==> src/hdl/lpsf_pkg.sv <==
// ----------------------------------------------------------------------------
// lpsf_pkg
// Widths, register indexes, tag codes and the time scaling constant shared by
// the lidar point stream filter.
// ----------------------------------------------------------------------------
package lpsf_pkg;

	localparam int BlindBits = 48;
	localparam int CountBits = 8;
	localparam int LineBits  = 8;
	localparam int TagBits   = 8;
	localparam int ReflBits  = 8;
	localparam int NsBits    = 32;
	localparam int TimeBits  = 29;
	localparam int CfgIdxBits = 2;

	localparam logic [CfgIdxBits-1:0] RegBlind = 2'd0;
	localparam logic [CfgIdxBits-1:0] RegKeep  = 2'd1;
	localparam logic [CfgIdxBits-1:0] RegLines = 2'd2;

	localparam logic [BlindBits-1:0] BlindReset = 48'd100;
	localparam logic [CountBits-1:0] KeepReset  = 8'd1;
	localparam logic [LineBits-1:0]  LinesReset = 8'd6;

	localparam int TagKindLsb = 4;
	localparam int TagKindMsb = 5;
	localparam logic [1:0] TagKindFirst  = 2'b00;
	localparam logic [1:0] TagKindSecond = 2'b01;

	// ns * 65536 / 1e6 == ns * 1024 / 15625 == (ns * TimeRecip) >> TimeShift
	localparam int TimeRecipBits = 43;
	localparam int RecipLoBits   = 22;
	localparam int RecipHiBits   = TimeRecipBits - RecipLoBits;
	localparam int TimeProdBits  = NsBits + TimeRecipBits;
	localparam int TimeShift     = 46;
	localparam logic [TimeRecipBits-1:0] TimeRecip = 43'd4611686018428;
	localparam logic [RecipLoBits-1:0] TimeRecipLo = TimeRecip[RecipLoBits-1:0];
	localparam logic [RecipHiBits-1:0] TimeRecipHi = TimeRecip[TimeRecipBits-1:RecipLoBits];

	typedef struct packed {
		logic load_mid;
		logic load_out;
	} lpsf_adv_t;

endpackage

==> src/hdl/lpsf_range.sv <==
// ----------------------------------------------------------------------------
// lpsf_range
// Squared range of a point against the blind radius: squares, then sum and
// compare.
// ----------------------------------------------------------------------------
module lpsf_range #(
	parameter int COORD_BITS = 24
) (
	input  logic                          clk,
	input  lpsf_pkg::lpsf_adv_t           adv,
	input  logic signed [COORD_BITS-1:0]  pos_x,
	input  logic signed [COORD_BITS-1:0]  pos_y,
	input  logic signed [COORD_BITS-1:0]  pos_z,
	input  logic [lpsf_pkg::BlindBits-1:0] blind_radius_sq,
	output logic                          range_ok
);
	import lpsf_pkg::*;

	localparam int SqBits  = 2 * COORD_BITS;
	localparam int CmpBits = (SqBits > BlindBits) ? SqBits : BlindBits;

	logic [COORD_BITS-1:0] mag_x;
	logic [COORD_BITS-1:0] mag_y;
	logic [COORD_BITS-1:0] mag_z;
	logic [SqBits-1:0]     sq_x_s2;
	logic [SqBits-1:0]     sq_y_s2;
	logic [SqBits-1:0]     sq_z_s2;
	logic [SqBits-1:0]     range_sq;

	assign mag_x = pos_x[COORD_BITS-1] ? ('0 - $unsigned(pos_x)) : $unsigned(pos_x);
	assign mag_y = pos_y[COORD_BITS-1] ? ('0 - $unsigned(pos_y)) : $unsigned(pos_y);
	assign mag_z = pos_z[COORD_BITS-1] ? ('0 - $unsigned(pos_z)) : $unsigned(pos_z);

	always_ff @(posedge clk) begin
		if (adv.load_mid) begin
			sq_x_s2 <= SqBits'(mag_x) * SqBits'(mag_x);
			sq_y_s2 <= SqBits'(mag_y) * SqBits'(mag_y);
			sq_z_s2 <= SqBits'(mag_z) * SqBits'(mag_z);
		end
	end

	assign range_sq = sq_x_s2 + sq_y_s2 + sq_z_s2;
	assign range_ok = CmpBits'(range_sq) > CmpBits'(blind_radius_sq);

endmodule

==> config.mk <==
export PLATFORM = sky130hd
export DESIGN_NAME = lpsf_range
export DESIGN_NICKNAME = d
export VERILOG_FILES = /design/src/hdl/lpsf_pkg.sv /design/src/hdl/lpsf_range.sv
export SDC_FILE = /design/constraint.sdc
export NUM_CORES = 2
export LEC_CHECK = 0
export BUFFER_PORTS_ARGS = -buffer_cell sky130_fd_sc_hd__buf_2
export CORE_UTILIZATION = 52
export CTS_BUF_LIST = sky130_fd_sc_hd__clkbuf_4
export CTS_CLUSTER_SIZE = 16
export DETAILED_ROUTE_END_ITERATION = 10
export PLACE_DENSITY_LB_ADDON = 0.2
export SLEW_MARGIN = 15
export SYNTH_ARGS = -nofsm -noshare
export SYNTH_HDL_FRONTEND = slang
export SYNTH_SLANG_ARGS = --single-unit
==> constraint.sdc <==
create_clock -name clk -period 11.9 [get_ports clk]
set_clock_uncertainty 0.2 [all_clocks]
set_input_delay 0.595 -clock clk [delete_from_list [all_inputs] [get_ports clk]]
set_output_delay 0.595 -clock clk [all_outputs]
set_load 0.005 [all_outputs]
# [Word level (Yosys, flattened, before mapping)]
# Index checks and enable logic that the tools add are counted.
[totals] register_bits=144 latch_bits=0 ram_bits=0 mem_bits_ro=0 inputBits=123 output_inout_bits=1 word_cells=15 mem_count=0
[op_classes] n_addsub=5 multipliers=3 div=0 n_lt_le_gt_ge=1 n_eq_ne=0 n_shift=0 n_mux=3 n_bitwise=0 n_reduce_logical=0
[op_table] op="multiplier 24 x 24 -> 48 bit" count=3
[op_table] op="adder 48 bit" count=2
[op_table] op="2-to-1 mux 24 bit" count=3
[op_table] op="subtractor 1 x 24 -> 24 bit (first input constant)" count=3
[op_table] op="> comparator 48 bit" count=1

# [Depth between registers and ports, before layout]
[depth] word_depth=3 mapped_depth=38 depth_no_buf=35

# [Worst setup path before layout]
# OpenSTA, ideal clock, no wires.
[synth_timing] path_type="input-to-reg" startpoint="input port pos_z[0]" endpoint="register sq_z_s2[47], data pin" setup_time_ns=0.263 arrival_ns=9.522 required_time_ns=11.437 path_slack_ns=1.915 cell_stages=35 path_buffers=4 cell_sequence="clkbuf_1 inv_1 clkbuf_1 ha_1 nand2_1 or4_1 buf_2 o31ai_1 xor2_1 clkinv_1 clkbuf_1 nand2_1 inv_1 fa_1 inv_1 fa_1 fa_1 fa_1 inv_1 fa_1 fa_1 inv_1 fa_1 inv_1 ha_1 nand3_1 o21ai_0 or4b_2 o211ai_1 a31oi_1 a311o_1 a21o_1 nor2b_1 a311oi_1 xnor2_1"
[synth_via] elab_chain_cells=3
[synth_lines] item="start, declared" line_no="lpsf_range.sv:13" rtl="input logic signed [COORD_BITS-1:0] pos_z,"
[synth_lines] item="subtractor 1 x 24 -> 24 bit" line_no="lpsf_range.sv:32" rtl="assign mag_z = pos_z[COORD_BITS-1] ? ('0 - $unsigned(pos_z)) : $unsigned(pos_z);"
[synth_lines] item="2-to-1 mux 24 bit (*)" line_no="lpsf_range.sv:32"
[synth_lines] item="multiplier 24 x 24 -> 48 bit (*)" line_no="lpsf_range.sv:38" rtl="sq_z_s2 <= SqBits'(mag_z) * SqBits'(mag_z);"
[synth_lines] item="end signal, assigned" line_no="lpsf_range.sv:38"
[synth_lines] item="end, declared" line_no="lpsf_range.sv:27" rtl="logic [SqBits-1:0] sq_z_s2;"
# Mark *: on every way between the ends. The rest lies on a longest branch, timed or not.
# A chain may end at the register's enable or synchronous reset.

# [Final worst setup path]
[layout_timing] startpoint="input port pos_y[7]" endpoint="register sq_y_s2[46], data pin"
[layout_via] elab_chain_cells=3
[layout_lines] item="start, declared" line_no="lpsf_range.sv:12" rtl="input logic signed [COORD_BITS-1:0] pos_y,"
[layout_lines] item="subtractor 1 x 24 -> 24 bit" line_no="lpsf_range.sv:31" rtl="assign mag_y = pos_y[COORD_BITS-1] ? ('0 - $unsigned(pos_y)) : $unsigned(pos_y);"
[layout_lines] item="2-to-1 mux 24 bit (*)" line_no="lpsf_range.sv:31"
[layout_lines] item="multiplier 24 x 24 -> 48 bit (*)" line_no="lpsf_range.sv:37" rtl="sq_y_s2 <= SqBits'(mag_y) * SqBits'(mag_y);"
[layout_lines] item="end signal, assigned" line_no="lpsf_range.sv:37"
[layout_lines] item="end, declared" line_no="lpsf_range.sv:26" rtl="logic [SqBits-1:0] sq_y_s2;"
# Marked as above.

==> metrics <==
clk slew on worst S/H paths 0.17 ns; ANT nets after route 0; initial drt markers 2406; drt pass-1 iters 6; CTS tree built; Seq/Total Area, Yosys 7.40%; maximum clock path buffer count 2; core footprint 109000 sq um; Tcrit/Tclk final 86.0%; Synth top cells by count inv_1, fa_1, ha_1, nand2_1, nor2_1; Slew Limit Fails 0; total track usage 27.0%; CP Launch Type input port; cell mode on critical path fa_1; Hold Vio Cnt, Final 0; layout cells sized above 1 4.95%; number of global-route vias before repair 43.7k; Critical Path Fanout Max 13; Fmax 97.7 MHz; RSZ-0062 raised after global routing no; NumNets Final 8320; Design Area, Final 60300 sq um; via/cell ratio 5.28; H-Tree Level Count 4; # DRC 0; Starting Density 52.5%; final WL 143 mm; WHS Path Cells 1; Synth cell types 81; detailed placer's ending HPWL 122 mm; worst hold path type in -> reg; worst slew pin tran 1.12 ns; Worst EP arrival 10.45 ns; leading cell type by number of instances after synthesis inv_1; CP Buf/Inv Count 6; largest net degree at the start of global routing 75; Die Ht 334 microns; CP max stage delay 0.55 ns; setup_tns 0 ns; synthesized instance count 6124; critical path class in -> reg; Rel. slew slack 24.8%; CTS Root Cell clkbuf_4; CTS Hold Bufs 0; Area Overhead vs Synth 5.45%; async set or reset register ratio after synthesis 0%; Rows 121; fin crit period 10.24 ns; Main synth FF type edfxtp_1; die area 111000 sq um; setup violators final 0; clk sinks 141; first-pass GRT wire length 233 mm; outcome complete, no violations; # resized after CTS 0; area share of the largest cell type after synthesis 46.2%; RePlAce Congestion 0.916; vias after detailed routing 40.7k; PortBufs 122; initial antenna violation count 2; Post-DP Area 60000 sq um; Post CTS Setup Buffer Count 0; Syn Area/Cell 9.34 sq um; Mapped Area 57200 sq um; area leader, netlist fa_1; min-delay src pos_y[0]; register bit total from synthesis 141; CTS buffer count 17; CP top delay family adder cells; ranking of synthesized cells by area fa_1, ha_1, inv_1, edfxtp_1, nand2_1; Crit. End Element register; drt wl/cell 18.6 microns; Yosys Warn Count 0; slowest cell on the critical path fa_1; max-cap violation count 0; Req. time, crit path 12.12 ns; Hold EP sq_y_s2[0]; Die Wd 334 microns; grt ovf 0; num ports 124; Post-synth EDFFs 141
## layout by cell type, fill, tap and decap left out, types with 7 or more instances in the layout
cell,instances
or3_1,10
conb_1,54
a31oi_1,24
nand2_1,562
a221oi_1,10
nand3_1,27
o21a_1,26
buf_2,121
o31ai_1,26
nor2_1,423
ha_1,602
nor2b_1,21
nor4_1,10
o41ai_1,8
a211oi_1,8
nand4_1,25
o21ai_0,117
and2_1,12
nand2b_1,15
fa_1,1320
a21o_1,128
xnor2_1,170
inv_2,11
or4_4,7
o21bai_1,23
and3_1,14
o31a_1,7
clkbuf_4,17
inv_1,1799
edfxtp_1,141
buf_4,100
a21oi_1,187
and4_1,10
nor3_1,25
xor2_1,92
## cell families after synthesis
| kind of cell | Yosys count | share of synthesized area [%] |
|---|---|---|
| and+or+nand+nor | 1193 | 8.86 |
| AOI/OAI and AO/OA | 634 | 7.19 |
| adders and majority gates | 1922 | 59.3 |
| xor gates and xnor gates | 271 | 4.23 |
| other | 2 | 0.0131 |
| buffers and inverters | 1958 | 12.9 |
| muxes | 3 | 0.0547 |
| DFF | 141 | 7.40 |
## registers in the layout (all words and copies together) (netlist names)
register,cells
sq_x_s2,47
sq_y_s2,47
sq_z_s2,47
## metrics by stage
stage,utilization (%),instances,hold slack (ns),worst slack (ns)
after global placement,55.0,7670,0.850,1.11
final,55.4,7703,0.182,1.66
after global routing,55.4,7703,0.121,1.23
after floorplan,-,6176,0.494,1.92
after CTS,55.4,7702,0.125,1.74
after detailed placement,55.0,7670,0.847,1.02
## layout make-up
| class | instances | area (sq um) |
|---|---|---|
| Antenna cell | 1 | 2.50 |
| Clock buffer | 17 | 128 |
| Clock inverter | 15 | 204 |
| Fill cell | 9882 | 48700 |
| Inverter | 1816 | 6820 |
| Multi-Input combinational cell | 4077 | 45800 |
| Sequential cell | 141 | 4230 |
| Tap cell | 1414 | 1770 |
| Timing Repair Buffer | 222 | 1370 |
## routing by layer
metal | global-route usage (%) | vias to the layer above | share of wire, %
met3 | 3.50 | 196 | 6.8
li1 | - | 18600 | -
met2 | 44.5 | 1257 | 48
met5 | 0 | - | 0
met1 | 38.1 | 20600 | 43
met4 | 6.16 | 0 | 2.5
## worst max-delay path by stage
stage | start | end | slack (ns) | depth (start not counted)
6_report | pos_y[7] | sq_y_s2[46] | 1.66 | 33
5_1_grt | pos_y[10] | sq_y_s2[46] | 1.23 | 33
4_1_cts | pos_z[9] | sq_z_s2[47] | 1.74 | 33
3_5_place_dp | pos_z[9] | sq_z_s2[47] | 1.02 | 33
3_3_place_gp | pos_y[7] | sq_y_s2[46] | 1.11 | 33
2_1_floorplan | pos_z[0] | sq_z_s2[47] | 1.92 | 35
Power is not shown: default switching activity piles up to over one toggle a cycle in this logic, so the estimate is an artifact.
