<file path="config.mk">
export PLATFORM = sky130hd
export DESIGN_NAME = lpsf_time
export DESIGN_NICKNAME = d
export VERILOG_FILES = /design/src/hdl/lpsf_pkg.sv /design/src/hdl/lpsf_time.sv
export SDC_FILE = /design/constraint.sdc
export NUM_CORES = 2
export LEC_CHECK = 0
export ABC_AREA = 0
export BUFFER_PORTS_ARGS = -buffer_cell sky130_fd_sc_hd__buf_2
export CORE_MARGIN = 4
export CORE_UTILIZATION = 56
export DETAILED_ROUTE_END_ITERATION = 16
export PLACE_DENSITY = 0.73
export SYNTH_ARGS = -nofsm -noshare
export SYNTH_HDL_FRONTEND = slang
export SYNTH_SLANG_ARGS = --single-unit
export TNS_END_PERCENT = 10
</file>
<file path="constraint.sdc">
create_clock -name clk -period 18 [get_ports clk]
set_input_delay 2.7 -clock clk [delete_from_list [all_inputs] [get_ports clk]]
set_output_delay 2.7 -clock clk [all_outputs]
set_load 0.02 [all_outputs]
</file>
<file path="src/hdl/lpsf_pkg.sv">
// ----------------------------------------------------------------------------
// lpsf_pkg
// Widths, register indexes, tag codes and the time scaling constant shared by
// the lidar point stream filter.
// ----------------------------------------------------------------------------
package lpsf_pkg;

	localparam int BlindBits = 48;
	localparam int CountBits = 8;
	localparam int LineBits  = 8;
	localparam int TagBits   = 8;
	localparam int ReflBits  = 8;
	localparam int NsBits    = 32;
	localparam int TimeBits  = 29;
	localparam int CfgIdxBits = 2;

	localparam logic [CfgIdxBits-1:0] RegBlind = 2'd0;
	localparam logic [CfgIdxBits-1:0] RegKeep  = 2'd1;
	localparam logic [CfgIdxBits-1:0] RegLines = 2'd2;

	localparam logic [BlindBits-1:0] BlindReset = 48'd100;
	localparam logic [CountBits-1:0] KeepReset  = 8'd1;
	localparam logic [LineBits-1:0]  LinesReset = 8'd6;

	localparam int TagKindLsb = 4;
	localparam int TagKindMsb = 5;
	localparam logic [1:0] TagKindFirst  = 2'b00;
	localparam logic [1:0] TagKindSecond = 2'b01;

	// ns * 65536 / 1e6 == ns * 1024 / 15625 == (ns * TimeRecip) >> TimeShift
	localparam int TimeRecipBits = 43;
	localparam int RecipLoBits   = 22;
	localparam int RecipHiBits   = TimeRecipBits - RecipLoBits;
	localparam int TimeProdBits  = NsBits + TimeRecipBits;
	localparam int TimeShift     = 46;
	localparam logic [TimeRecipBits-1:0] TimeRecip = 43'd4611686018428;
	localparam logic [RecipLoBits-1:0] TimeRecipLo = TimeRecip[RecipLoBits-1:0];
	localparam logic [RecipHiBits-1:0] TimeRecipHi = TimeRecip[TimeRecipBits-1:RecipLoBits];

	typedef struct packed {
		logic load_mid;
		logic load_out;
	} lpsf_adv_t;

endpackage

</file>
<file path="src/hdl/lpsf_time.sv">
// ----------------------------------------------------------------------------
// lpsf_time
// Offset time from nanoseconds to milliseconds in Q16 by reciprocal multiply,
// split into two partial products.
// ----------------------------------------------------------------------------
module lpsf_time (
	input  logic                          clk,
	input  lpsf_pkg::lpsf_adv_t           adv,
	input  logic [lpsf_pkg::NsBits-1:0]    offset_ns,
	output logic [lpsf_pkg::TimeBits-1:0]  time_ms_q16
);
	import lpsf_pkg::*;

	localparam int HiProdBits = NsBits + RecipHiBits;
	localparam int LoProdBits = NsBits + RecipLoBits;

	logic [HiProdBits-1:0]   p_hi_s2;
	logic [LoProdBits-1:0]   p_lo_s2;
	logic [TimeProdBits-1:0] prod;
	logic [TimeBits-1:0]     time_s3;

	always_ff @(posedge clk) begin
		if (adv.load_mid) begin
			p_hi_s2 <= HiProdBits'(offset_ns) * HiProdBits'(TimeRecipHi);
			p_lo_s2 <= LoProdBits'(offset_ns) * LoProdBits'(TimeRecipLo);
		end
	end

	assign prod = (TimeProdBits'(p_hi_s2) << RecipLoBits) + TimeProdBits'(p_lo_s2);

	always_ff @(posedge clk) begin
		if (adv.load_out) begin
			time_s3 <= prod[TimeShift +: TimeBits];
		end
	end

	assign time_ms_q16 = time_s3;

endmodule

</file>
Word level (Yosys, flattened, before mapping)
Index checks and enable logic that the tools add are counted.
{ "word_totals": {"wordCells": 6, "out_inout_bits": 29, "reg_bits": 134, "inputBits": 35} }
{ "op_classes": {"multipliers": 2, "n_addsub": 1} }
{ "ops": {"columns": ["op", "count"], "rows": [
  ["$add 75x54->75", 1],
  ["$mul 32x21->53 const B", 1],
  ["$mul 32x20->52 const B", 1]
]} }

Logic depth before layout (Yosys ltp)
{ "logic_depth": {"ltp_word": 1, "ltp_mapped": 24} }

Worst setup path after synthesis
No wires, ideal clock.
{ "synth_timing": {"kind": "input to register", "start": "in offset_ns[26] (netlist name)", "end": "reg p_lo_s2[49], data pin", "slack_ns": 9.466, "n_path_buf": 1, "arrival_ns": 8.275, "setup_time_ns": 0.260, "t_required_ns": 17.740, "path_stages": 24, "cell_sequence": "inv_1 fa_1 inv_1 ha_1 inv_1 fa_1 inv_1 fa_1 fa_1 fa_1 inv_1 fa_1 inv_1 ha_1 clkbuf_1 a21o_1 a21o_1 a21oi_1 o21ai_0 a22o_1 a22oi_1 o21bai_1 a21oi_1 xnor2_1"} }
{ "synth_between": {"elab_chain_cells": 1} }
{ "synth_lines": {"columns": ["element", "line", "text"], "rows": [
  ["start, declared", "lpsf_time.sv:9", "input logic [lpsf_pkg::NsBits-1:0] offset_ns,"],
  ["$mul 32x20->52", "lpsf_time.sv:25", "p_lo_s2 <= LoProdBits'(offset_ns) * LoProdBits'(TimeRecipLo);"],
  ["end signal, assigned", "lpsf_time.sv:25", null],
  ["end, declared", "lpsf_time.sv:18", "logic [LoProdBits-1:0] p_lo_s2;"]
]} }
No other way between the ends.
A chain may end at the register's enable or synchronous reset.

Worst setup path after layout
{ "layout_timing": {"start": "in offset_ns[8] (netlist name)", "end": "reg p_lo_s2[49], data pin"} }
Same word-level chain as after synthesis.

==> summary.md <==
| Metric | Value |
|---|---|
| Final period demand of the worst path | 9330 ps |
| Core utilization of the finished layout | 60.11% |
| Setup violation total in the final timing report | 0 |
| Kind of end point of the critical path | flop |
| Wire length of the first global-routing pass | 112.2 mm |
| Critical Path Source Type | primary input |
| TritonCTS clock tree | yes |
| CTS max path bufs | 2 |
| Drt first-iter violations | 1342 |
| Synth Instances | 2595 |
| Drt pass-1 iters | 6 |
| Most used standard cells in the synthesized netlist | sky130_fd_sc_hd__inv_1, sky130_fd_sc_hd__ha_1, sky130_fd_sc_hd__fa_1 |
| Number of pins with negative max-slew slack in the final report | 0 |
| Starting Density | 56.84% |
| Unrepaired setup endpoints after global routing | no |
| Total via count after detailed routing | 18700 |
| Area growth from synthesis to final layout | 5.748% |
| Asr flop ratio synth | 0% |
| Share of layout cells above drive strength 1 | 4.279% |
| Final critical-path share of the clock period | 51.83% |
| Library cell occupying the most area in the post-synthesis netlist | sky130_fd_sc_hd__fa_1 |
| Drt wl/cell | 21.84 microns |
| Area contributors post-synth | sky130_fd_sc_hd__fa_1, sky130_fd_sc_hd__ha_1, sky130_fd_sc_hd__edfxtp_1 |
| Post-Syn Area | 27250 sq um |
| Clock latency at the later pin of the worst-skew pair | 410 ps |
| CTS Root Cell | sky130_fd_sc_hd__clkbuf_16 |
| Number of ports placed on the die boundary | 64 |
| Via-per-instance ratio | 5.703 |
| Total length of routed wires | 71.63 mm |
| Crit Path Max Fanout | 13 |
| Sequential-to-total area share from yosys stat | 12.56% |
| Post-layout net count | 3695 |
| Setup skew after layout | 7.230 ps |
| Standard cell core area | 47950 sq um |
| Endpoints failing hold | 0 |
| Fmax achieved | 107.2 MHz |
| Nets in the synthesized netlist | 3639 |
| Worst endpoint data arrival time | 9480 ps |
| Ant. Diodes | 0 |
| Tightest hold margin | 559.1 ps |
| Actual slew at the worst max-slew pin | 1076 ps |
| Count of standard-cell rows | 80 |
| Floorplan die height | 228.6 microns |
| Worst hold-check path type | reg -> reg |
| HPWL after DPL | 62.95 mm |
| Avg Inst Size Synth | 10.50 sq um |
| Number of gates resized after CTS | 0 |
| Total Negative Setup Slacks | 0 ps |
| Clock transition at the registers of the reported paths | 60 ps |
| Post-synth EDFFs | 114 |
| Overflow after GRT | 0 |
| Main synth FF type | sky130_fd_sc_hd__edfxtp_1 |
| Most common cell in the synthesized netlist | sky130_fd_sc_hd__inv_1 |
| Post-CTS Hold Fix Bufs | 0 |
| Number of clock sinks | 114 |
| Count of maximum capacitance violations | 0 |
| Residual DRC | 0 |
| TritonCTS Buffers | 17 |
| Global routing usage summed across all routing layers | 27.93% |
| Status | complete, no violations |
| ANT nets after route | 0 |
| Worst Setup Path Type | in -> reg |
| H-tree depth reported by CTS | 4 |
| Via count of the first global-routing pass | 19670 |
| Die Area | 52260 sq um |
| Final estimated routing congestion in global placement | 0.9713 |
| Maximum number of pins on one net before global-route repair | 86 |
| Worst endpoint required time | 18150 ps |
| Horizontal die dimension | 228.6 microns |
| Port buffer count | 63 |
| Slew HR | 28.27% |
| Yosys warnings | 0 |
| Share of Yosys cell area claimed by the top area cell type | 34.82% |
| Post-synthesis register bit count | 114 |
| Antenna violations before repair | 0 |
| Post-synth cell types | 68 |
| Buffer count from post-CTS setup fixing | 0 |
flip-flops by register name, indices dropped and copies added (netlist names):
name	flops
p_hi_s2	53
time_ms_q16	29
p_lo_s2	32
kinds of logic (layout without fill, tap and decap cells):
| kind of cell | Yosys count | after routing | synth area share (%) |
|---|---|---|---|
| buffers and inverters | 651 | 720 | 8.980 |
| flip-flops | 114 | 114 | 12.56 |
| AND/OR/NAND/NOR | 284 | 284 | 5.087 |
| XOR/XNOR | 136 | 136 | 4.398 |
| adder cells (fa/ha/maj) | 1009 | 1009 | 59.38 |
| AO/OA/AOI/OAI | 400 | 400 | 9.554 |
| multiplexers | 1 | 1 | 0.03673 |
critical path, cell delays in order:
cell	delay, ps
sky130_fd_sc_hd__buf_2	420
sky130_fd_sc_hd__inv_1	270
sky130_fd_sc_hd__fa_1	650
sky130_fd_sc_hd__inv_1	70
sky130_fd_sc_hd__ha_1	270
sky130_fd_sc_hd__inv_1	40
sky130_fd_sc_hd__fa_1	470
sky130_fd_sc_hd__inv_1	50
sky130_fd_sc_hd__fa_1	520
sky130_fd_sc_hd__inv_1	60
sky130_fd_sc_hd__fa_1	540
sky130_fd_sc_hd__inv_1	50
sky130_fd_sc_hd__fa_1	490
sky130_fd_sc_hd__fa_1	420
sky130_fd_sc_hd__ha_1	350
sky130_fd_sc_hd__a21oi_1	190
sky130_fd_sc_hd__o21ai_0	160
sky130_fd_sc_hd__a211oi_1	340
sky130_fd_sc_hd__o211ai_1	260
sky130_fd_sc_hd__a22o_1	310
sky130_fd_sc_hd__a22oi_1	390
sky130_fd_sc_hd__o21bai_1	130
sky130_fd_sc_hd__a21oi_1	200
sky130_fd_sc_hd__xnor2_1	100
placed cells by master (no fill, tap or decap), types with 17 or more instances in the layout:
cell type                   netlist  layout
sky130_fd_sc_hd__buf_2            2      62
sky130_fd_sc_hd__edfxtp_1       114     114
sky130_fd_sc_hd__o21ai_0         68      68
sky130_fd_sc_hd__xor2_1          54      54
sky130_fd_sc_hd__inv_1          624     624
sky130_fd_sc_hd__nand4_1         25      25
sky130_fd_sc_hd__o211ai_1        17      17
sky130_fd_sc_hd__nand3_1         38      38
sky130_fd_sc_hd__fa_1           474     474
sky130_fd_sc_hd__a21oi_1        130     130
sky130_fd_sc_hd__ha_1           535     535
sky130_fd_sc_hd__clkbuf_16        0      17
sky130_fd_sc_hd__nor2_1          65      65
sky130_fd_sc_hd__a21o_1          75      75
sky130_fd_sc_hd__nand2_1         78      78
sky130_fd_sc_hd__xnor2_1         81      81
final timing paths:
check                              from                   endpoint  slack (ps)  cells past startpoint
setup / recovery           offset_ns[8]      p_lo_s2[49]$_DFFE_PP_        8670                     24
hold / removal    p_hi_s2[52]$_DFFE_PP_  time_ms_q16[28]$_DFFE_PP_         560                      1
setup reg to reg  p_lo_s2[38]$_DFFE_PP_  time_ms_q16[26]$_DFFE_PP_       14550                     10
hold reg to reg   p_hi_s2[52]$_DFFE_PP_  time_ms_q16[28]$_DFFE_PP_         560                      1
layout make-up:
cell class	instances	area, sq um
Timing Repair Buffer	64	325.3
Tap cell	615	769.5
Fill cell	4010	19130
Multi-Input combinational cell	1830	21380
Sequential cell	114	3423
Clock buffer	20	436.7
Inverter	624	2342
Clock inverter	12	140.1
layer usage:
layer	vias to the layer above	track usage (%)	wire length, microns
li1	8608	-	-
met1	9380	40.51	32040
met2	605	44.12	33130
met3	107	4.187	4289
met4	0	7.750	2157
met5	-	0	0
through the flow:
stage                     instance area, sq um  std cells  worst slack, ps
after CTS                                28820       3279             8718
after floorplan                          27250       2595             9466
after global routing                     28820       3279             8311
after global placement                   28240       3247             8356
final                                    28820       3279             8670
after detailed placement                 28240       3247             8334
Power is left out: the tool's default activity adds up to more than one toggle a clock period on the data nets, which glitch-free logic cannot reach.
