<file path="src/hdl/lpsf_pkg.sv">
// ----------------------------------------------------------------------------
// lpsf_pkg
// Widths, register indexes, tag codes and the time scaling constant shared by
// the lidar point stream filter.
// ----------------------------------------------------------------------------
package lpsf_pkg;

	localparam int BlindBits = 48;
	localparam int CountBits = 8;
	localparam int LineBits  = 8;
	localparam int TagBits   = 8;
	localparam int ReflBits  = 8;
	localparam int NsBits    = 32;
	localparam int TimeBits  = 29;
	localparam int CfgIdxBits = 2;

	localparam logic [CfgIdxBits-1:0] RegBlind = 2'd0;
	localparam logic [CfgIdxBits-1:0] RegKeep  = 2'd1;
	localparam logic [CfgIdxBits-1:0] RegLines = 2'd2;

	localparam logic [BlindBits-1:0] BlindReset = 48'd100;
	localparam logic [CountBits-1:0] KeepReset  = 8'd1;
	localparam logic [LineBits-1:0]  LinesReset = 8'd6;

	localparam int TagKindLsb = 4;
	localparam int TagKindMsb = 5;
	localparam logic [1:0] TagKindFirst  = 2'b00;
	localparam logic [1:0] TagKindSecond = 2'b01;

	// ns * 65536 / 1e6 == ns * 1024 / 15625 == (ns * TimeRecip) >> TimeShift
	localparam int TimeRecipBits = 43;
	localparam int RecipLoBits   = 22;
	localparam int RecipHiBits   = TimeRecipBits - RecipLoBits;
	localparam int TimeProdBits  = NsBits + TimeRecipBits;
	localparam int TimeShift     = 46;
	localparam logic [TimeRecipBits-1:0] TimeRecip = 43'd4611686018428;
	localparam logic [RecipLoBits-1:0] TimeRecipLo = TimeRecip[RecipLoBits-1:0];
	localparam logic [RecipHiBits-1:0] TimeRecipHi = TimeRecip[TimeRecipBits-1:RecipLoBits];

	typedef struct packed {
		logic load_mid;
		logic load_out;
	} lpsf_adv_t;

endpackage

</file>
<file path="src/hdl/lpsf_gate.sv">
// ----------------------------------------------------------------------------
// lpsf_gate
// Frame, line and tag screening, decimation counter and stored previous point.
// ----------------------------------------------------------------------------
module lpsf_gate #(
	parameter int COORD_BITS = 24
) (
	input  logic                          clk,
	input  logic                          arst_n,
	input  logic [lpsf_pkg::CountBits-1:0] keep_every,
	input  logic [lpsf_pkg::LineBits-1:0]  line_count,
	input  logic                          item_go,
	input  logic                          frame_start,
	input  logic [lpsf_pkg::TagBits-1:0]   tag_bits,
	input  logic [lpsf_pkg::LineBits-1:0]  scan_line,
	input  logic signed [COORD_BITS-1:0]  pos_x,
	input  logic signed [COORD_BITS-1:0]  pos_y,
	input  logic signed [COORD_BITS-1:0]  pos_z,
	output logic                          cand
);
	import lpsf_pkg::*;

	logic [CountBits-1:0]  accept_count_q;
	logic [COORD_BITS-1:0] last_x_q;
	logic [COORD_BITS-1:0] last_y_q;
	logic [COORD_BITS-1:0] last_z_q;

	logic [1:0]           kind;
	logic                 accepted;
	logic [CountBits-1:0] n_eff;
	logic [CountBits-1:0] cnt_next;
	logic                 kept;
	logic                 differs;

	assign kind     = tag_bits[TagKindMsb:TagKindLsb];
	assign accepted = (scan_line < line_count) &&
		(kind == TagKindFirst || kind == TagKindSecond);
	assign n_eff    = (keep_every == '0) ? CountBits'(1) : keep_every;
	assign cnt_next = accept_count_q + CountBits'(1);
	assign kept     = !frame_start && accepted && (cnt_next >= n_eff);
	assign differs  = ($unsigned(pos_x) != last_x_q) || ($unsigned(pos_y) != last_y_q) ||
		($unsigned(pos_z) != last_z_q);
	assign cand     = kept && differs;

	always_ff @(posedge clk or negedge arst_n) begin
		if (!arst_n) begin
			accept_count_q <= '0;
			last_x_q       <= '0;
			last_y_q       <= '0;
			last_z_q       <= '0;
		end else if (item_go) begin
			if (frame_start) begin
				accept_count_q <= '0;
				last_x_q       <= '0;
				last_y_q       <= '0;
				last_z_q       <= '0;
			end else if (!accepted) begin
				last_x_q <= '0;
				last_y_q <= '0;
				last_z_q <= '0;
			end else if (!kept) begin
				accept_count_q <= cnt_next;
				last_x_q       <= '0;
				last_y_q       <= '0;
				last_z_q       <= '0;
			end else begin
				accept_count_q <= '0;
				last_x_q       <= $unsigned(pos_x);
				last_y_q       <= $unsigned(pos_y);
				last_z_q       <= $unsigned(pos_z);
			end
		end
	end

	a_frame_clears: assert property (@(posedge clk) disable iff (!arst_n)
		item_go && frame_start |=> accept_count_q == '0 && last_x_q == '0 &&
			last_y_q == '0 && last_z_q == '0)
		else $error("frame start did not clear filter state");

	a_drop_clears: assert property (@(posedge clk) disable iff (!arst_n)
		item_go && !kept |=> last_x_q == '0 && last_y_q == '0 && last_z_q == '0)
		else $error("stored point not cleared after a dropped item");

endmodule

</file>
<file path="config.mk">
export PLATFORM = sky130hd
export DESIGN_NAME = lpsf_gate
export DESIGN_NICKNAME = d
export VERILOG_FILES = /design/src/hdl/lpsf_pkg.sv /design/src/hdl/lpsf_gate.sv
export SDC_FILE = /design/constraint.sdc
export NUM_CORES = 1
export LEC_CHECK = 0
export ABC_AREA = 1
export BUFFER_PORTS_ARGS = -buffer_cell sky130_fd_sc_hd__buf_2
export CAP_MARGIN = 20
export CORE_UTILIZATION = 55
export CTS_CLUSTER_SIZE = 24
export DETAILED_ROUTE_END_ITERATION = 7
export MAX_ROUTING_LAYER = met4
export PLACE_DENSITY_LB_ADDON = 0.15
export SYNTH_ARGS = -nofsm -noshare
export SYNTH_HDL_FRONTEND = slang
export SYNTH_SLANG_ARGS = --single-unit
</file>
<file path="constraint.sdc">
create_clock -name clk -period 3.2 [get_ports clk]
set_input_delay 0.32 -clock clk [delete_from_list [all_inputs] [get_ports clk]]
set_output_delay 0.32 -clock clk [all_outputs]
set_load 0.02 [all_outputs]
</file>
# Word level (Yosys, flattened, before mapping)
# Index checks and enable logic that the tools add are counted.
[totals]
register_bits = 80
out_inout_bits = 1
wordCells = 36
inputBits = 108
[op_classes]
eq_ne = 4
add_sub_neg = 1
n_mux = 13
reduce_logical = 12
n_lt_le_gt_ge = 2
[ops]
columns = ["op", "count"]
rows = [
  ["24-bit 2-to-1 mux", 9],
  ["24-bit != test", 3],
  ["8-bit 2-to-1 mux", 4],
  ["8-bit by 1-bit adder with 8-bit output, second input constant", 1],
  ["8-bit greater-or-equal comparator", 1],
  ["8-bit zero test", 1],
  ["8-bit < comparator", 1],
  ["1-bit logical AND", 4],
  ["1-bit logical OR", 3],
  ["2-bit by 1-bit equality test with 1-bit output, second input constant", 1],
  ["2-bit zero test", 1],
  ["2-bit AND reduction", 1],
  ["2-bit nonzero test", 1],
  ["1-bit zero test", 1],
]

# Depth between registers and ports, before layout
[logic_depth]
depth_word = 8
depth_mapped = 14

# Worst setup path before layout
# Ideal clock, no wire load.
[synth_timing]
path_type = "register to output"
startpoint = "register accept_count_q[0]"
endpoint = "output cand"
slack_ns = 0.638
required_time_ns = 2.880
arrival_time_ns = 2.242
stages_incl_launch_ff = 14
path_buffers = 1
cell_sequence = "dfrtp_1 ha_1 nand3_1 nand3b_1 xor2_1 inv_1 ha_1 nand2_1 nor2_1 nand4_1 nand4_1 buf_6 nand2_1 nor2_1"
[synth_via]
elab_chain_len = 4
[synth_rtl]
columns = ["element", "line", "rtl"]
rows = [
  ["from (decl)", "lpsf_gate.sv:23", "logic [CountBits-1:0] accept_count_q;"],
  ["from (signal assigned)", "lpsf_gate.sv:62", "accept_count_q <= cnt_next;"],
  ["8-bit by 1-bit adder with 8-bit output", "lpsf_gate.sv:39", "assign cnt_next = accept_count_q + CountBits'(1);"],
  ["8-bit greater-or-equal comparator", "lpsf_gate.sv:40", "assign kept = !frame_start && accepted && (cnt_next >= n_eff);"],
  ["1-bit logical AND", "lpsf_gate.sv:40", ""],
  ["1-bit logical AND", "lpsf_gate.sv:43", "assign cand = kept && differs;"],
  ["to (decl)", "lpsf_gate.sv:19", "output logic cand"],
]
# No other way between the ends.

# Worst setup path in the final report
# Same ends and word-level chain as after synthesis.

==> metrics.cfg <==
[clock_tree]
insertion_delay_ns = 0.35
clock_path_buffers = 2
htree_levels = 3
cts_tree = done
cts_root_buf = clkbuf_8
cts_buffers = 9
cts.sink_count = 80
path_clk_slew_ns = 0.08

[worst_setup_path]
max_stage_delay_ns = 0.44
start_kind = flop
worst_ep_arrival_time_ns = 2.59
worstPathCellList = ha_1 -> nand3_1 -> nand3b_1 -> xor2_1 -> inv_1 -> ha_1 -> nand2_1 -> nor2_1 -> nand4_1 -> nand4_1 -> nand2_1 -> nor2_1 -> buf_2
worst_setup_path_end_kind = output pin
setup.worst_path.class = flop to output pin
crit_slowest_cell = dfrtp_2
path_max_fanout = 5
required_ns = 2.88
reg2reg_depth = 15

[sta]
maxSlewViolCount = 0
slew_headroom_pct = 44.7
fin_crit_sh_pct = 91.0
finalHoldViolCount = 0
final.setup.tns_ns = 0
rsz0062_at_grt = false
period_minus_slack_ns = 2.91
timing.fmax_mhz = 343
skew_ns = 0.00914
final-setup-viol-count = 0
worst_pin_slew_ns = 0.829

[synthesis]
yosysUniqueCellTypes = 22
synth_top_cell_by_area = dfrtp_1
syn_area_per_cell_um2 = 6.61
synth_area_mm2 = 0.00554
synth_ff_type = dfrtp_1
synth-edff-count = 0
syn_inst = 837
ys_ff_latch = 80
synth_nets = 961
synthArstFlopShare_pct = 100
ys_top_cells_by_area = dfrtp_1, nand2_1, nand3b_1, inv_1, ha_1
yosys_warnings = 0
ys_seq_area_share_pct = 36.2
synth_top_cell_area_share_pct = 36.2

[floorplanning]
core.rowCount = 36
start_util_pct = 56.6
io-pin-count = 109
die_h_um = 102
die-width_um = 102
dieArea_mm2 = 0.0105
fp.coreArea_mm2 = 0.00977

[detailed_routing]
vias = 5235
drtPass1Iterations = 5
postRouteAntennaNets = 0
avgViaCountPerCell = 4.91
initialDrtViolationCount = 238
wl_um = 13000
wire_per_inst_um = 12.2
route.detailed.drc = 0

[pwr]
combPwrFrac_pct = 14.9
p_clk_share_pct = 38.5
ir_worst_vdd_uv = 185
leakage_nw = 3.69
swShare_pct = 25.9
p_int_mw = 1.62
p_switching_mw = 0.566
powerDensity_mw_per_mm2 = 345
seq_power_share_pct = 46.6

[placement]
place.gp.congestion = 0.826
hpwlAfterDp_um = 8790
placed_area_mm2 = 0.00606
dp.cells = 1044
io_buffers = 101

[finish]
layout_commonest_cell = nand2_1
nets = 1050
drive_gt1_share_pct = 13.8
syn2layout_area_growth_pct = 14.7
fin_cells = 1066
final_cell_mix = nand2_1, inv_1, buf_2, dfrtp_1, nand3b_1
stdcell_area_mm2 = 0.00635

[status]
status = finished, final reports clean

[grt]
grt_pass1_wl_um = 21200
grt_pass1_vias = 4817
grt_use_total_pct = 26.8
overflow = 0
antenna_found_initial = 2
grt_max_degree = 81

[hold_path]
hold_class = input pin to flop
hold_depth = 4

[run]
drv_cap = 0

[state kept, by name, indices dropped and copies added (netlist names)]
register,flops
accept_count_q,8
last_x_q,24
last_y_q,24
last_z_q,24
[cell type report]
class                           count  area (µm²)
Timing Repair Buffer              109         603
Sequential cell                    80        2000
Tap cell                          133         166
Clock buffer                       12         155
Antenna cell                        3        7.51
Inverter                          117         440
Multi-Input combinational cell    609        2910
Clock inverter                      3        65.1
Fill cell                         921        3430
[final timing paths]
| kind | startpoint | to | slack, ns |
|---|---|---|---|
| min in group asynchronous | arst_n | last_z_q[19]$_DFFE_PN0P_ | 0.34 |
| worst min-delay path | pos_x[15] | last_x_q[15]$_DFFE_PN0P_ | 0.28 |
| worst min register to register | last_x_q[19]$_DFFE_PN0P_ | last_x_q[19]$_DFFE_PN0P_ | 0.48 |
| worst max register to register | accept_count_q[0]$_DFFE_PN0P_ | accept_count_q[6]$_DFFE_PN0P_ | 0.43 |
| worst max-delay path | accept_count_q[0]$_DFFE_PN0P_ | cand | 0.29 |
| max in group asynchronous | arst_n | last_y_q[7]$_DFFE_PN0P_ | 2.27 |
[cells in the mapped netlist (4+ instances only)]
master and instances:
nor2_1 43, clkbuf_1 13, xor2_1 8, xnor2_1 21
buf_2 10, dfrtp_1 80, a21oi_1 5, nand3_1 4
nand2_1 415, inv_1 115, ha_1 16, nand4_1 5
buf_6 8, o21ai_0 14, nand3b_1 73
[routing by layer]
layer | global-route usage (%) | wire length, µm | share of wire, %
met1 | 33.1 | 5840 | 45
met2 | 44.7 | 6240 | 48
met3 | 5.54 | 761 | 5.8
met4 | 7.03 | 170 | 1.3
met5 | - | 0 | 0
[critical path: cells and delay by family, from the launching register on]
kind / cells / cell delay (ns)
fa+ha+maj: 2 / 0.50
buf+inv: 2 / 0.25
flops: 1 / 0.44
simple gates: 8 / 0.87
xor+xnor: 1 / 0.19
[through the flow]
step	total power, mW	utilization, %	hold slack [ns]	setup slack, ns
2_1_floorplan	1.22	-	0.0244	0.638
3_3_place_gp	1.35	62.0	0.462	0.596
3_5_place_dp	1.36	62.0	0.465	0.468
4_1_cts	2.20	64.3	0.192	0.176
5_1_grt	2.29	64.9	0.282	0.0452
6_report	2.19	65.0	0.280	0.287
[cell families after synthesis]
logic type / synth area share [%]
xor gates and xnor gates: 4.59
AOI/OAI and AO/OA: 1.99
adders and majority gates: 3.62
and+or+nand+nor: 42.3
buffers and inverters: 11.4
DFF: 36.2
[repair_timing]
action | CTS | global route
resized for setup | 0 | 2
endpoints found under the hold margin | 0 | 9
buffers inserted | 0 | 2
setup endpoints to repair | 0 | 1
hold buffers | 0 | 1
[power groups by stage]
stage / clock network, mW / logic (mW) / registers, mW
2_1_floorplan: 0 / 0.178 / 1.04
3_3_place_gp: 0 / 0.312 / 1.04
3_5_place_dp: 0 / 0.322 / 1.04
4_1_cts: 0.854 / 0.323 / 1.02
5_1_grt: 0.899 / 0.368 / 1.02
6_report: 0.842 / 0.326 / 1.02
Note: power is estimated with default switching activity, not from simulation.
